## src/rtl/drpt_pkg.sv

```systemverilog
// Shared types, constants and the quarter-wave sine table for the dead reckoning tracker.
// Used by every module of the block; depends on nothing.

package drpt_pkg;

   localparam logic [15:0] GRAVITY_GAIN = 16'd2511;

   // Queue between front and back; depth must stay a power of two.
   localparam int QUEUE_DEPTH = 2;
   localparam int QUEUE_AW    = $clog2(QUEUE_DEPTH);

   // Width of gravity times acceleration, and of the shared multiplier operands.
   localparam int GA_W  = 33;
   localparam int MUL_W = 33;

   // Register byte addresses are 4 * index.
   localparam int CSR_AW = 5;
   localparam logic [2:0] REG_MODE          = 3'd0;
   localparam logic [2:0] REG_SPEED_LIMIT   = 3'd1;
   localparam logic [2:0] REG_POSITION_GAIN = 3'd2;
   localparam logic [2:0] REG_WALK_SPEED    = 3'd3;
   localparam logic [2:0] REG_MIN_X         = 3'd4;
   localparam logic [2:0] REG_MAX_X         = 3'd5;
   localparam logic [2:0] REG_MIN_Y         = 3'd6;
   localparam logic [2:0] REG_MAX_Y         = 3'd7;

   typedef enum logic [1:0] {
      KIND_RUN,    // mode 0, moving: integrate acceleration
      KIND_STILL,  // mode 0, at rest: zero velocity
      KIND_WALK,   // mode 1, moving: heading step
      KIND_HOLD    // mode 1, at rest: position unchanged
   } kind_type;

   typedef enum logic [2:0] {
      BK_IDLE,
      BK_PROD,
      BK_VEL,
      BK_MOVE,
      BK_POS
   } back_state_type;

   typedef struct packed {
      kind_type                 kind;
      logic [15:0]              dt;
      logic signed [GA_W-1:0]   ga_x;
      logic signed [GA_W-1:0]   ga_y;
      logic [31:0]              scale;   // gain*dt in mode 0, walk_speed*dt in mode 1
      logic signed [15:0]       trig_x;
      logic signed [15:0]       trig_y;
   } entry_type;

   typedef struct packed {
      logic prod_en;
      logic move_sel;
      logic vel_en;
      logic pos_en;
   } lane_ctrl_type;

   typedef logic [14:0] sine_rom_type [0:255];

   localparam logic [63:0] PI_Q30   = 64'd3373259426;
   localparam logic [63:0] Q30_HALF = 64'd536870912;

   // round(16384 * sin(j*pi/512)) by the integer Taylor series in Q30.
   function automatic sine_rom_type build_sine_rom();
      sine_rom_type rom;
      logic [63:0]  x;
      logic [63:0]  x2;
      logic [63:0]  term;
      logic [63:0]  sum;
      for (int j = 0; j < 256; j++) begin
         x    = (64'(j) * PI_Q30) >> 9;
         x2   = (x * x) >> 30;
         term = x;
         sum  = x;
         for (int n = 1; n <= 7; n++) begin
            term = ((term * x2) >> 30) / 64'((2 * n) * (2 * n + 1));
            if ((n & 1) == 1) begin
               sum = sum - term;
            end else begin
               sum = sum + term;
            end
         end
         rom[j] = 15'((sum * 64'd16384 + Q30_HALF) >> 30);
      end
      return rom;
   endfunction

   localparam sine_rom_type SINE_ROM = build_sine_rom();

   // Signed Q1.14 sine of a 16-bit heading; the low 6 bits are dropped.
   function automatic logic signed [15:0] sine_q14(input logic [15:0] h);
      logic [1:0]  q;
      logic [7:0]  f;
      logic [8:0]  idx;
      logic [14:0] mag;
      q   = h[15:14];
      f   = h[13:6];
      idx = q[0] ? (9'd256 - {1'b0, f}) : {1'b0, f};
      mag = idx[8] ? 15'd16384 : SINE_ROM[idx[7:0]];
      return q[1] ? -$signed({1'b0, mag}) : $signed({1'b0, mag});
   endfunction

endpackage

```

## src/rtl/drpt_front.sv

```systemverilog
// Front end: accepts samples, classifies them and precomputes per-sample factors.
// Depends on drpt_pkg; feeds drpt_queue.

module drpt_front (
   input  logic                req_tvalid,
   output logic                req_tready,
   input  logic signed [15:0]  accel_x,
   input  logic signed [15:0]  accel_y,
   input  logic [15:0]         heading,
   input  logic [15:0]         elapsed,
   input  logic                stationary,
   input  logic                mode,
   input  logic [15:0]         position_gain,
   input  logic [15:0]         walk_speed,
   input  logic                queue_full,
   output logic                push,
   output drpt_pkg::entry_type push_entry
);

   logic signed [16:0] gravity;
   logic [15:0]        factor;

   assign gravity    = $signed({1'b0, drpt_pkg::GRAVITY_GAIN});
   assign factor     = mode ? walk_speed : position_gain;
   assign req_tready = !queue_full;
   assign push       = req_tvalid && !queue_full;

   always_comb begin
      if (mode) begin
         push_entry.kind = stationary ? drpt_pkg::KIND_HOLD : drpt_pkg::KIND_WALK;
      end else begin
         push_entry.kind = stationary ? drpt_pkg::KIND_STILL : drpt_pkg::KIND_RUN;
      end
      push_entry.dt     = elapsed;
      push_entry.ga_x   = gravity * accel_x;
      push_entry.ga_y   = gravity * accel_y;
      push_entry.scale  = 32'(factor) * 32'(elapsed);
      // x follows sine, y follows cosine (a quarter turn ahead)
      push_entry.trig_x = drpt_pkg::sine_q14(heading);
      push_entry.trig_y = drpt_pkg::sine_q14(heading + 16'd16384);
   end

endmodule

```

## config.mk

```make
export PLATFORM = sky130hd
export DESIGN_NAME = drpt_front
export DESIGN_NICKNAME = d
export VERILOG_FILES = /design/src/rtl/drpt_pkg.sv /design/src/rtl/drpt_front.sv
export SDC_FILE = /design/constraint.sdc
export NUM_CORES = 2
export LEC_CHECK = 0
export ABC_AREA = 1
export ABC_CLOCK_PERIOD_IN_PS = 9400
export BUFFER_PORTS_ARGS = -buffer_cell sky130_fd_sc_hd__buf_2
export CORE_MARGIN = 4
export CORE_UTILIZATION = 64
export DETAILED_ROUTE_END_ITERATION = 7
export GPL_ROUTABILITY_DRIVEN = 1
export PLACE_DENSITY = 0.86
export SLEW_MARGIN = 25
export SYNTH_ARGS = -nofsm -noshare
export SYNTH_HDL_FRONTEND = slang
export SYNTH_SLANG_ARGS = --single-unit
```

## constraint.sdc

```tcl
create_clock -name vclk -period 9.4
set_input_delay 0.94 -clock vclk [all_inputs]
set_output_delay 0.94 -clock vclk [all_outputs]
set_load 0.005 [all_outputs]
```

==> results.sh <==
export IMPL_syn_inst=3956
export IMPL_clock_buffers=0
export IMPL_synth_most_common_cell="nand2_1"
export IMPL_place_detailed_hpwl_mm=68.7
export IMPL_status="complete, no violations"
export IMPL_postRouteAntennaNets=0
export IMPL_worstSetupEndpointType="primary output"
export IMPL_hold_viol_final=0
export IMPL_final_setup_viol_count=0
export IMPL_p_comb_share_pct=100.0
export IMPL_grt_pass1_vias=26606
export IMPL_dp_slack_ns=0.499
export IMPL_synth_top_area_cell="fa_1"
export IMPL_vias_per_cell=5.90
export IMPL_path_max_fanout=18
export IMPL_fp_dieW_microns=210
export IMPL_yosysSeqAreaShare_pct=0
export IMPL_register_area_sq_um=0
export IMPL_grtUsageTotal_pct=37.7
export IMPL_critPathSlowestCell="fa_1"
export IMPL_die_h_microns=210
export IMPL_first_pass_iters=8
export IMPL_design_seq_count=0
export IMPL_powerDensity_nw_per_um2=411
export IMPL_required_ns=8.46
export IMPL_portBuffers=242
export IMPL_nets=4870
export IMPL_core_sq_um=40100
export IMPL_yosysWarnings=0
export IMPL_worst_pin_slew_ns=1.01
export IMPL_drive_gt1_share_pct=10.2
export IMPL_crit_type="in2out"
export IMPL_vias=27177
export IMPL_fmaxAchievable_ghz=0.113
export IMPL_synth_top_cell_area_share_pct=27.9
export IMPL_clkPwrFrac_pct=0
export IMPL_syn_to_final_growth_pct=4.35
export IMPL_fin_crit_ns=8.82
export IMPL_drv_slew=0
export IMPL_pin_count=250
export IMPL_synth_area_top_cells="fa_1 28%, nand2_1 20%, ha_1 15%"
export IMPL_tns_ns=0
export IMPL_grt_pass1_wl_mm=137
export IMPL_finalCritPeriodShare_pct=93.8
export IMPL_cell_internal_pwr_mw=4.45
export IMPL_gr_total_overflow=0
export IMPL_cp_startpoint="mode"
export IMPL_ir_worst_vdd_mv=0.729
export IMPL_syn_nets=4744
export IMPL_hold_ws_ns=1.88
export IMPL_avgRoutedWirePerCell_microns=18.5
export IMPL_setup_ws_ns=0.582
export IMPL_critical_path_top_cell_by_count="fa_1"
export IMPL_drc_errors=0
export IMPL_antenna_found_initial=2
export IMPL_syn_area_sq_um=26200
export IMPL_cpPeakStageDelay_ns=0.56
export IMPL_pwr_share_seq_pct=0
export IMPL_post_cts_setup_buffers=0
export IMPL_grt_max_degree=65
export IMPL_drtIter0Drc=3071
export IMPL_min_delay_start="stationary"
export IMPL_synth_cell_type_count=46
export IMPL_synth_area_per_cell_sq_um=6.62
export IMPL_relSlewSlack_pct=32.4
export IMPL_critPathLaunchType="input pin"
export IMPL_p_sw_share_pct=60.4
export IMPL_switchingPower_mw=6.79
export IMPL_gp_congestion=1.04
export IMPL_rows=73
export IMPL_min_path_type="in2out"
export IMPL_grt_setup_unrepaired="false"
export IMPL_yosys_top_cells_count="1386 x nand2_1, 617 x inv_1, 365 x fa_1, 323 x ha_1, 307 x nand3_1"
export IMPL_maxCapViolCount=0
export IMPL_dieArea_sq_um=44200
export IMPL_critPathArrivalTime_ns=7.88
export IMPL_leakage_nw=16.0
export IMPL_wl_mm=85.2
export IMPL_start_util_pct=65.3
## power groups by stage
stage	Clock [mW]	Combinational, mW	Sequential (mW)
6_report	0.0000000142	11.2	0
5_1_grt	0	12.4	0
4_1_cts	0	11.1	0
3_5_place_dp	0	11.0	0
3_3_place_gp	0	10.8	0
2_1_floorplan	0	7.00	0
## logic make-up (layout without fill, tap and decap cells)
logic type      Yosys count  count (layout)  synth area share (%)
other cells               0               1                     0
xor+xnor                101             101                  3.38
simple gates           2095            2095                  34.3
buf+inv                 789             913                  13.0
compound gates          283             283                  5.99
fa+ha+maj               688             688                  43.3
## cell type report
class              instances  area (sq um)
fillers                 3637         12800
well taps                525           657
repair buffers           281          1500
multi-input cells       3167         22800
inverters                632          2370
diodes                     1          2.50
## worst max-delay path, delay by kind of cell
kind | cells | cell delay, ns
xor gates and xnor gates | 1 | 0.13
and+or+nand+nor | 3 | 0.76
adders and majority gates | 7 | 3.37
buffers and inverters | 8 | 1.13
AOI/OAI and AO/OA | 7 | 1.53
## what timing repair did
action,4_1_cts,5_1_grt
hold buffers,0,0
gates resized for setup,0,1
setup endpoints to repair,0,1
endpoints found under the hold margin,0,0
## stage by stage
step                      utilization [%]  power (mW)  std cells  instance area [sq um]
after floorplan                         -        7.00       3956                  26200
after global placement               68.1        10.8       4605                  27300
after detailed placement             68.1        11.0       4605                  27300
after CTS                            68.1        11.1       4605                  27300
after global routing                 68.1        12.4       4605                  27300
final                                68.1        11.2       4606                  27300
## layer usage
metal  up-vias  track usage (%)  wire, microns
met2      1848             59.1          37300
met3       345             7.31          10400
met4         2             16.0           4430
met1     12538             51.5          33000
li1      12444                -              -
met5         -                0             13
## worst paths after layout
path,slack (ns),depth (start not counted),endpoint
min,1.88,0,push_entry[146]
max,0.58,26,push_entry[60]
## cells in the final DEF (no fill, tap or decap), types with 14 or more instances in the layout
cell     netlist  layout
nand2_1     1386    1383
inv_1        617     617
fa_1         365     365
ha_1         323     323
nand3_1      307     307
buf_2         44     242
nor2_1       231     231
a21oi_1      110     110
o21ai_0       88      88
xor2_1        65      65
buf_4         59      39
xnor2_1       36      36
or2_2         35      35
nand3_2       32      32
nand4_1       31      31
o21ai_1       27      27
nand2_2       18      21
nand2_4       14      14
No activity file was read; power rests on OpenSTA's default activity.
