File: config.mk
export PLATFORM = sky130hd
export DESIGN_NAME = drpt_queue
export DESIGN_NICKNAME = d
export VERILOG_FILES = /design/src/rtl/drpt_pkg.sv /design/src/rtl/drpt_queue.sv
export SDC_FILE = /design/constraint.sdc
export NUM_CORES = 1
export LEC_CHECK = 0
export BUFFER_PORTS_ARGS = -buffer_cell sky130_fd_sc_hd__buf_2
export CAP_MARGIN = 40
export CORE_MARGIN = 2
export CORE_UTILIZATION = 56
export CTS_CLUSTER_SIZE = 28
export DETAILED_ROUTE_END_ITERATION = 7
export HOLD_SLACK_MARGIN = 0.1
export PLACE_DENSITY_LB_ADDON = 0.15
export SLEW_MARGIN = 20
export SYNTH_ARGS = -nofsm -noshare
export SYNTH_HDL_FRONTEND = slang
export SYNTH_SLANG_ARGS = --single-unit
export TNS_END_PERCENT = 30
File: constraint.sdc
create_clock -name clock -period 17.7 [get_ports clock]
set_clock_uncertainty 0.05 [all_clocks]
set_input_delay 3.54 -clock clock [delete_from_list [all_inputs] [get_ports clock]]
set_output_delay 3.54 -clock clock [all_outputs]
set_load 0.01 [all_outputs]
File: src/rtl/drpt_pkg.sv
// Shared types, constants and the quarter-wave sine table for the dead reckoning tracker.
// Used by every module of the block; depends on nothing.

package drpt_pkg;

   localparam logic [15:0] GRAVITY_GAIN = 16'd2511;

   // Queue between front and back; depth must stay a power of two.
   localparam int QUEUE_DEPTH = 2;
   localparam int QUEUE_AW    = $clog2(QUEUE_DEPTH);

   // Width of gravity times acceleration, and of the shared multiplier operands.
   localparam int GA_W  = 33;
   localparam int MUL_W = 33;

   // Register byte addresses are 4 * index.
   localparam int CSR_AW = 5;
   localparam logic [2:0] REG_MODE          = 3'd0;
   localparam logic [2:0] REG_SPEED_LIMIT   = 3'd1;
   localparam logic [2:0] REG_POSITION_GAIN = 3'd2;
   localparam logic [2:0] REG_WALK_SPEED    = 3'd3;
   localparam logic [2:0] REG_MIN_X         = 3'd4;
   localparam logic [2:0] REG_MAX_X         = 3'd5;
   localparam logic [2:0] REG_MIN_Y         = 3'd6;
   localparam logic [2:0] REG_MAX_Y         = 3'd7;

   typedef enum logic [1:0] {
      KIND_RUN,    // mode 0, moving: integrate acceleration
      KIND_STILL,  // mode 0, at rest: zero velocity
      KIND_WALK,   // mode 1, moving: heading step
      KIND_HOLD    // mode 1, at rest: position unchanged
   } kind_type;

   typedef enum logic [2:0] {
      BK_IDLE,
      BK_PROD,
      BK_VEL,
      BK_MOVE,
      BK_POS
   } back_state_type;

   typedef struct packed {
      kind_type                 kind;
      logic [15:0]              dt;
      logic signed [GA_W-1:0]   ga_x;
      logic signed [GA_W-1:0]   ga_y;
      logic [31:0]              scale;   // gain*dt in mode 0, walk_speed*dt in mode 1
      logic signed [15:0]       trig_x;
      logic signed [15:0]       trig_y;
   } entry_type;

   typedef struct packed {
      logic prod_en;
      logic move_sel;
      logic vel_en;
      logic pos_en;
   } lane_ctrl_type;

   typedef logic [14:0] sine_rom_type [0:255];

   localparam logic [63:0] PI_Q30   = 64'd3373259426;
   localparam logic [63:0] Q30_HALF = 64'd536870912;

   // round(16384 * sin(j*pi/512)) by the integer Taylor series in Q30.
   function automatic sine_rom_type build_sine_rom();
      sine_rom_type rom;
      logic [63:0]  x;
      logic [63:0]  x2;
      logic [63:0]  term;
      logic [63:0]  sum;
      for (int j = 0; j < 256; j++) begin
         x    = (64'(j) * PI_Q30) >> 9;
         x2   = (x * x) >> 30;
         term = x;
         sum  = x;
         for (int n = 1; n <= 7; n++) begin
            term = ((term * x2) >> 30) / 64'((2 * n) * (2 * n + 1));
            if ((n & 1) == 1) begin
               sum = sum - term;
            end else begin
               sum = sum + term;
            end
         end
         rom[j] = 15'((sum * 64'd16384 + Q30_HALF) >> 30);
      end
      return rom;
   endfunction

   localparam sine_rom_type SINE_ROM = build_sine_rom();

   // Signed Q1.14 sine of a 16-bit heading; the low 6 bits are dropped.
   function automatic logic signed [15:0] sine_q14(input logic [15:0] h);
      logic [1:0]  q;
      logic [7:0]  f;
      logic [8:0]  idx;
      logic [14:0] mag;
      q   = h[15:14];
      f   = h[13:6];
      idx = q[0] ? (9'd256 - {1'b0, f}) : {1'b0, f};
      mag = idx[8] ? 15'd16384 : SINE_ROM[idx[7:0]];
      return q[1] ? -$signed({1'b0, mag}) : $signed({1'b0, mag});
   endfunction

endpackage

File: src/rtl/drpt_queue.sv
// Short FIFO of classified samples between front and back.
// Depends on drpt_pkg for the entry type and depth.

module drpt_queue (
   input  logic                clock,
   input  logic                reset,
   input  logic                push,
   input  drpt_pkg::entry_type push_entry,
   input  logic                pop,
   output drpt_pkg::entry_type head,
   output logic                full,
   output logic                head_valid,
   output logic                head_more
);

   localparam int AW = drpt_pkg::QUEUE_AW;

   drpt_pkg::entry_type mem_ff [0:drpt_pkg::QUEUE_DEPTH-1];
   logic [AW-1:0]       wr_ptr_ff, wr_ptr_in;
   logic [AW-1:0]       rd_ptr_ff, rd_ptr_in;
   logic [AW:0]         count_ff, count_in;

   assign head       = mem_ff[rd_ptr_ff];
   assign full       = (count_ff == (AW+1)'(drpt_pkg::QUEUE_DEPTH));
   assign head_valid = (count_ff != '0);
   assign head_more  = (count_ff > (AW+1)'(1));

   always_comb begin
      wr_ptr_in = push ? wr_ptr_ff + 1'b1 : wr_ptr_ff;
      rd_ptr_in = pop ? rd_ptr_ff + 1'b1 : rd_ptr_ff;
      count_in  = count_ff + (AW+1)'(push) - (AW+1)'(pop);
   end

   always_ff @(posedge clock) begin
      if (push) begin
         mem_ff[wr_ptr_ff] <= push_entry;
      end
   end

   always_ff @(posedge clock) begin
      if (reset) begin
         wr_ptr_ff <= '0;
         rd_ptr_ff <= '0;
         count_ff  <= '0;
      end else begin
         wr_ptr_ff <= wr_ptr_in;
         rd_ptr_ff <= rd_ptr_in;
         count_ff  <= count_in;
      end
   end

endmodule

==> impl_metrics.json, run 1 <==
{
  "vias_per_cell": 5.06,
  "drv_slew": 0,
  "worst-path-buf-inv": 4,
  "p_per_area_mw_per_mm2": 117,
  "critPathCaptureType": "output pin",
  "final_cell_mix": "buf_2 (302), edfxtp_1 (296), mux2_2 (148)",
  "fin_tns_setup_ns": 0,
  "initial_core_util": 0.566,
  "cts_sinks": 301,
  "leakagePower_nw": 5.19,
  "path_clk_slew_ns": 0.06,
  "start_kind": "flip-flop",
  "max-vdd-ir-drop_v": 0.0000914,
  "drc_errors": 0,
  "post_synth_num_cell_types": 15,
  "critPathArrivalTime_ns": 2.74,
  "setup_viol_count_final": 0,
  "ant_nets": 0,
  "combPwrFrac": 0.109,
  "place_ws_ns": 11.86,
  "fmax_ghz": 0.158,
  "clk_latency_ns": 0.54,
  "r2r_slack_ns": 15.47,
  "syn-cell-area_sq_mm": 0.0109,
  "vias": 5579,
  "fp.dieW_um": 144,
  "synth_fp_nets": 636,
  "holdBufCountCts": 0,
  "area_growth_syn_to_layout_pct": 26.0,
  "grt_pass1_wl_um": 29400,
  "place_congestion": 0.764,
  "min_period_ns": 6.33,
  "nNetsFinal": 963,
  "ys_seq_area_frac": 0.822,
  "crit_fanout": 53,
  "switching_share": 0.214,
  "cts_tree": "yes",
  "setup.worst_path.class": "flip-flop to output pin",
  "p_int_mw": 1.27,
  "synthCells": 482,
  "antenna_found_initial": 6,
  "hold_viol": 0,
  "max_cap_violations": 0,
  "path_delay_family": "buffers and inverters",
  "slowest_stage": "dfxtp_4",
  "gr-usage-all-layers": 0.189,
  "htree_levels": 1,
  "final_common_cell": "buf_2",
  "syn_area_per_cell_sq_um": 22.7,
  "yosys_register_bits": 301,
  "rsz0062_at_grt": "false",
  "path_cells": "buf_16, buf_4, buf_12, mux2_2, buf_2",
  "drt_iter0_markers": 390,
  "finalPower_mw": 1.62,
  "routedWlPerCell_um": 18.7,
  "clkPwrFrac": 0.369,
  "hold_class": "flip-flop to flip-flop",
  "final_util": 0.713,
  "cts_buffers": 30,
  "root_buffer": "clkbuf_16",
  "yosysWarnings": 0,
  "port-buffer-count": 302,
  "fin_crit_sh": 0.357,
  "num_rows": 51,
  "run_status": "completed",
  "fillers": 1244,
  "dr.pass1.iters": 5,
  "core-area_sq_mm": 0.0193,
  "relSlewSlack": 0.649,
  "clk_path_buf_depth": 3,
  "cpPeakStageDelay_ns": 0.51,
  "cts_resized": 0,
  "whs_ns": 0.473,
  "worst_ep_required_time_ns": 14.11,
  "fin_ws_ns": 11.37,
  "max_slew.worst_pin.slew_ns": 0.527,
  "die_h_um": 144,
  "routed_wl_um": 20600,
  "hpwl_um": 13500,
  "p_seq_frac": 0.523,
  "die_area_sq_mm": 0.0207,
  "p_switching_mw": 0.346,
  "grt_pass1_vias": 5642,
  "grt_max_degree": 66,
  "grt-ovfl-total": 0,
  "ios": 303,
  "post_cts_buffers": 0,
  "drive_gt1_frac": 0.611
}
power groups by stage:
stage                     Combinational (mW)  Clock (mW)  Sequential [mW]
final                                  0.176       0.595            0.844
after global routing                   0.190       0.638            0.848
after CTS                              0.176       0.607            0.845
after detailed placement               0.175           0            0.860
after global placement                 0.163           0            0.862
after floorplan                        0.103           0            0.862
layout make-up:
type	count	area (sq um)	area share
diodes	6	15.0	0.00109
clock buffers	41	863	0.0627
multi-input cells	162	1790	0.130
inverters	2	7.51	0.000545
well taps	265	332	0.0241
repair buffers	312	1690	0.123
flip-flops and latches	301	8990	0.653
clock inverters	14	87.6	0.00636
path summary, 6_finish.rpt:
| kind | depth (start not counted) | from | end |
|---|---|---|---|
| worst max-delay path | 5 | flip-flop | head[86] |
| worst min-delay path | 2 | rd_ptr_ff | rd_ptr_ff |
| worst max register to register | 4 | wr_ptr_ff | mem_ff[1][135] |
| worst min register to register | 2 | rd_ptr_ff | rd_ptr_ff |
metrics by stage:
stage	std cells	cell area, sq um
6_report	1103	13800
5_1_grt	1099	13800
4_1_cts	1095	13700
3_5_place_dp	1040	12800
3_3_place_gp	1036	12700
2_1_floorplan	482	10900
flip-flops by register name, summed over array words and instances, names as in the netlist, named ones only:
| name | cells |
|---|---|
| rd_ptr_ff | 1 |
| mem_ff | 296 |
| wr_ptr_ff | 1 |
| count_ff | 2 |
cell families after synthesis:
family	Yosys count	share of synthesized area
multiplexers	148	0.152
flip-flops	301	0.822
XOR/XNOR	3	0.00366
AND/OR/NAND/NOR	9	0.00423
adder cells (fa/ha/maj)	2	0.00229
buffers and inverters	19	0.0157
cells in the mapped netlist:
master	n	share of area
nor2_1	4	0.0014
xnor3_1	1	0.0021
mux2_2	148	0.15
buf_4	2	0.0014
inv_1	2	0.00069
nor2b_1	3	0.0017
buf_2	2	0.00092
or2_2	1	0.00057
ha_1	2	0.0023
clkbuf_1	1	0.00034
and2_1	1	0.00057
dfxtp_1	5	0.0092
xnor2_1	2	0.0016
buf_6	12	0.012
edfxtp_1	296	0.81
layer usage:
layer  part of all wire  GRT usage
met1               0.39      0.237
met2               0.50      0.305
met3              0.086     0.0563
met4              0.032     0.0888
met5            0.00063          0
tightest hold or removal path, stage by stage (launching register included):
cell     delay [ns]
dfxtp_1        0.33
xnor2_1        0.08
nor2_1         0.08
Note: power is estimated with default switching activity, not from simulation.
==> run 2: changes to the inputs <==
--- a/config.mk
+++ b/config.mk
@@ -8,7 +8,7 @@
 export BUFFER_PORTS_ARGS = -buffer_cell sky130_fd_sc_hd__buf_2
 export CAP_MARGIN = 40
 export CORE_MARGIN = 2
-export CORE_UTILIZATION = 56
+export CORE_UTILIZATION = 52
 export CTS_CLUSTER_SIZE = 28
 export DETAILED_ROUTE_END_ITERATION = 7
 export HOLD_SLACK_MARGIN = 0.1
==> constraint.sdc (replaced) <==
create_clock -name clock -period 6.3 [get_ports clock]
set_clock_uncertainty 0.05 [all_clocks]
set_input_delay 1.26 -clock clock [delete_from_list [all_inputs] [get_ports clock]]
set_output_delay 1.26 -clock clock [all_outputs]
set_load 0.01 [all_outputs]
==> run 2 against run 1 <==
Against the previous run:
- clock power grew to 3.1 times the previous value
- sequential power grew to 2.8 times the previous value
- register-to-register slack lost 11 ns
- critical path depth shrank 2
- die area grew 7.5%
- combinational power grew to 2.7 times the previous value
- cell count grew 0.54%
- worst setup slack lost 8.7 ns
- first-iteration DRC count shrank 36%
- hold slack gained 0.046 ns
- critical path type unchanged
==> impl_metrics.json, run 2 (synthesis results as in run 1) <==
{
  "cts_resized": 0,
  "routedWlPerCell_um": 18.8,
  "whs_ns": 0.519,
  "die_area_sq_mm": 0.0222,
  "crit_fanout": 79,
  "fin_ws_ns": 2.66,
  "fmax_ghz": 0.275,
  "cts_buffers": 30,
  "final_cell_mix": "buf_2 (302), edfxtp_1 (296), mux2_2 (148)",
  "max-vdd-ir-drop_v": 0.000273,
  "hold_viol": 0,
  "grt-ovfl-total": 0,
  "cts_tree": "yes",
  "place_congestion": 0.775,
  "die_h_um": 149,
  "grt_pass1_wl_um": 30400,
  "htree_levels": 1,
  "fillers": 1473,
  "antenna_found_initial": 6,
  "ant_nets": 0,
  "path_clk_slew_ns": 0.06,
  "port-buffer-count": 302,
  "worst_ep_required_time_ns": 4.99,
  "ios": 303,
  "fp.dieW_um": 149,
  "vias_per_cell": 5.02,
  "largest_reg_flops": 296,
  "drt_iter0_markers": 248,
  "initial_core_util": 0.525,
  "run_status": "completed",
  "dr.pass1.iters": 4,
  "max_slew.worst_pin.slew_ns": 0.732,
  "hpwl_um": 13700,
  "num_rows": 53,
  "drv_slew": 0,
  "vias": 5569,
  "fin_crit_sh": 0.577,
  "seqCellArea_sq_mm": 0.00899,
  "fin_tns_setup_ns": 0,
  "setup_viol_count_final": 0,
  "max_cap_violations": 0,
  "holdBufCountCts": 0,
  "setup.worst_path.class": "flip-flop to output pin",
  "clk_latency_ns": 0.52,
  "core-area_sq_mm": 0.0208,
  "drive_gt1_frac": 0.616,
  "final_common_cell": "buf_2",
  "gr-usage-all-layers": 0.178,
  "regMostFlops": "mem_ff",
  "clk_path_buf_depth": 3,
  "multi_input_area_sq_mm": 0.00179,
  "relSlewSlack": 0.512,
  "nNetsFinal": 960,
  "critPathCaptureType": "output pin",
  "leakagePower_nw": 5.22,
  "rsz0062_at_grt": "false",
  "area_growth_syn_to_layout_pct": 26.4,
  "place_ws_ns": 3.22,
  "cts_sinks": 301,
  "hold_class": "flip-flop to flip-flop",
  "routed_wl_um": 20800,
  "drc_errors": 0,
  "min_period_ns": 3.64,
  "reg.largest.list": "mem_ff (296), count_ff (2)",
  "grt_pass1_vias": 5843,
  "critPathArrivalTime_ns": 2.33,
  "grt_max_degree": 128,
  "post_cts_buffers": 0,
  "p_per_area_mw_per_mm2": 338,
  "root_buffer": "clkbuf_16",
  "start_kind": "flip-flop"
}
==> run 2: worst paths after layout <==
path	startpoint	end	slack (ns)	cells past startpoint
setup / recovery	flip-flop	head[145]	2.66	3
hold / removal	rd_ptr_ff	rd_ptr_ff	0.52	2
setup reg to reg	wr_ptr_ff	mem_ff[1][90]	4.40	2
hold reg to reg	rd_ptr_ff	rd_ptr_ff	0.52	2
==> run 2: metrics by stage <==
stage | area [sq um] | total power, mW | utilization | instances
6_report | 13800 | 4.68 | 0.664 | 1109
5_1_grt | 13800 | 4.86 | 0.664 | 1109
4_1_cts | 13800 | 4.74 | 0.664 | 1105
3_5_place_dp | 12800 | 2.91 | 0.613 | 1049
3_3_place_gp | 12700 | 2.88 | 0.610 | 1046
2_1_floorplan | 10900 | 2.70 | - | 482
==> run 2: final cells by class <==
type / instances / share of cell area
clock buffers: 40 / 0.0629
diodes: 4 / 0.000724
inverters: 2 / 0.000543
clock inverters: 16 / 0.0128
well taps: 275 / 0.0249
repair buffers: 309 / 0.119
multi-input cells: 162 / 0.129
flip-flops and latches: 301 / 0.650
==> run 2: worst max-delay path, stage by stage, from the launching register on <==
cell     delay (ns)
dfxtp_4        0.70
buf_12         0.39
mux2_2         0.40
buf_2          0.16
==> run 2: routing by layer <==
metal | wire length (um) | track usage
met1 | 7840 | 0.215
met2 | 10400 | 0.296
met3 | 1910 | 0.0569
met4 | 648 | 0.0748
met5 | 11 | 0
==> run 2: report_power, final <==
group / total, mW / switching [mW] / internal (mW)
Clock: 1.82 / 0.692 / 1.13
Combinational: 0.482 / 0.250 / 0.233
Sequential: 2.38 / 0.0393 / 2.34
Total: 4.68 / 0.982 / 3.70
==> run 3: changes to the inputs <==
--- a/config.mk
+++ b/config.mk
@@ -8,7 +8,7 @@
 export BUFFER_PORTS_ARGS = -buffer_cell sky130_fd_sc_hd__buf_2
 export CAP_MARGIN = 40
 export CORE_MARGIN = 2
-export CORE_UTILIZATION = 52
+export CORE_UTILIZATION = 47
 export CTS_CLUSTER_SIZE = 28
 export DETAILED_ROUTE_END_ITERATION = 7
 export HOLD_SLACK_MARGIN = 0.1
==> constraint.sdc (replaced) <==
create_clock -name clock -period 2.9 [get_ports clock]
set_clock_uncertainty 0.05 [all_clocks]
set_input_delay 0.58 -clock clock [delete_from_list [all_inputs] [get_ports clock]]
set_output_delay 0.58 -clock clock [all_outputs]
set_load 0.01 [all_outputs]
==> run 3 against run 2 <==
Against the previous run:
- hold slack lost 0.35 ns
- largest cell class unchanged
- clock power rose by 100%
- via count up 1.3%
- highest routed layer unchanged
- global-route usage decreased by 1.2 points
- first-iteration DRC count increased by 31%
- register-to-register slack worse by 3.1 ns
==> impl_metrics.json, run 3 (synthesis results as in run 1) <==
{
  "antenna_found_initial": 5,
  "fin_crit_sh": 0.923,
  "whs_endpoint": "mem_ff[1][144]",
  "place_congestion": 0.747,
  "path_clk_slew_ns": 0.06,
  "r2r_slack_ns": 1.35,
  "port-buffer-count": 302,
  "final_cell_mix": "buf_2 (302), edfxtp_1 (296), mux2_2 (148)",
  "worstRegToRegCells": 2,
  "start_kind": "flip-flop",
  "drive_gt1_frac": 0.608,
  "r2r_start": "wr_ptr_ff",
  "initial_core_util": 0.482,
  "clk_latency_ns": 0.54,
  "rsz0062_at_grt": "false",
  "fin_tns_setup_ns": 0,
  "root_buffer": "clkbuf_16",
  "holdBufCountCts": 0,
  "min_from": "push_entry[144]",
  "routed_wl_um": 21100,
  "fp.dieW_um": 157,
  "ant_nets": 0,
  "largest_reg_flops": 296,
  "nNetsFinal": 963,
  "slowest_stage": "dfxtp_4",
  "htree_levels": 1,
  "post_cts_buffers": 0,
  "critPathArrivalTime_ns": 2.05,
  "num_rows": 55,
  "path_cells": "buf_4, mux2_2, buf_2",
  "dr.pass1.iters": 4,
  "cts_tree": "yes",
  "core-area_sq_mm": 0.0227,
  "hpwl_um": 14100,
  "vias": 5640,
  "drv_slew": 0,
  "grt_pass1_wl_um": 31000,
  "regMostFlops": "mem_ff",
  "cts_buffers": 31,
  "min_period_ns": 2.68,
  "grt_pass1_vias": 5899,
  "crit_fanout": 24,
  "finalPower_mw": 9.96,
  "drt_iter0_markers": 326,
  "setup_viol_count_final": 0,
  "cpPeakStageDelay_ns": 0.57,
  "whs_ns": 0.172,
  "dpl.cell_count": 1061,
  "relSlewSlack": 0.668,
  "layout.cells.non_filler": 1123,
  "fin_ws_ns": 0.222,
  "hold_viol": 0,
  "clk_path_buf_depth": 3,
  "grt-ovfl-total": 0,
  "hold_class": "primary input to flip-flop",
  "fmax_ghz": 0.373,
  "stdcell_area_sq_mm": 0.0138,
  "run_status": "completed",
  "max_cap_violations": 0,
  "grt_max_degree": 87,
  "worst_ep_required_time_ns": 2.27,
  "p_per_area_mw_per_mm2": 721,
  "placed_area_sq_mm": 0.0128,
  "routedWlPerCell_um": 18.8,
  "max-vdd-ir-drop_v": 0.000477,
  "die_h_um": 157,
  "ios": 303,
  "vias_per_cell": 5.02,
  "area_growth_syn_to_layout_pct": 26.2,
  "fillers": 1691,
  "drc_errors": 0,
  "gr-usage-all-layers": 0.165,
  "place_ws_ns": 0.761,
  "worst-path-buf-inv": 2,
  "die_area_sq_mm": 0.0245,
  "path_delay_family": "flip-flops",
  "cts_sinks": 301,
  "final_common_cell": "buf_2",
  "setup.worst_path.class": "flip-flop to output pin",
  "r2r_end": "mem_ff[0][12]",
  "critPathCaptureType": "output pin",
  "final_util": 0.608,
  "reg.largest.list": "mem_ff (296), count_ff (2)",
  "cts_resized": 0,
  "leakagePower_nw": 5.19,
  "hold_depth": 1,
  "max_slew.worst_pin.slew_ns": 0.499
}
-- run 3: cell count changes in the layout (fill, tap and decap cells not counted), sizes merged --
cell,change
clkbuf,-5
inv,+1
buf,+2
bufinv,-1
clkinv,+7
-- run 3: how the worst max path moves through the flow --
stage              start            to  depth (start not counted)
6_report       flip-flop     head[126]                          3
2_1_floorplan       push  mem_ff[0][0]                          1
4_1_cts        flip-flop     head[126]                          3
3_5_place_dp   flip-flop      head[69]                          3
3_3_place_gp   flip-flop      head[63]                          3
5_1_grt        flip-flop     head[126]                          3
-- run 3: where the power goes --
part	switching [mW]	leakage (nW)	total [mW]	internal (mW)
combinational	0.557	1.89	1.07	0.513
clock	1.52	0.485	3.73	2.21
sequential	0.0736	2.82	5.15	5.08
total	2.15	5.19	9.96	7.80
-- run 3: layer usage --
| layer | wire length [um] | track usage |
|---|---|---|
| met1 | 8080 | 0.191 |
| met2 | 10500 | 0.281 |
| met3 | 1960 | 0.0609 |
| met4 | 576 | 0.0638 |
| met5 | 21 | 0 |
-- run 3: final cells by class --
type	count	area (sq um)	share of cell area
sequential	301	8990	0.651
inverter	2	7.51	0.000544
clock buffer	35	791	0.0573
timing repair buffer	311	1680	0.122
tap	285	357	0.0258
multi-input combinational	162	1790	0.130
clock inverter	23	181	0.0131
antenna	4	10.0	0.000725
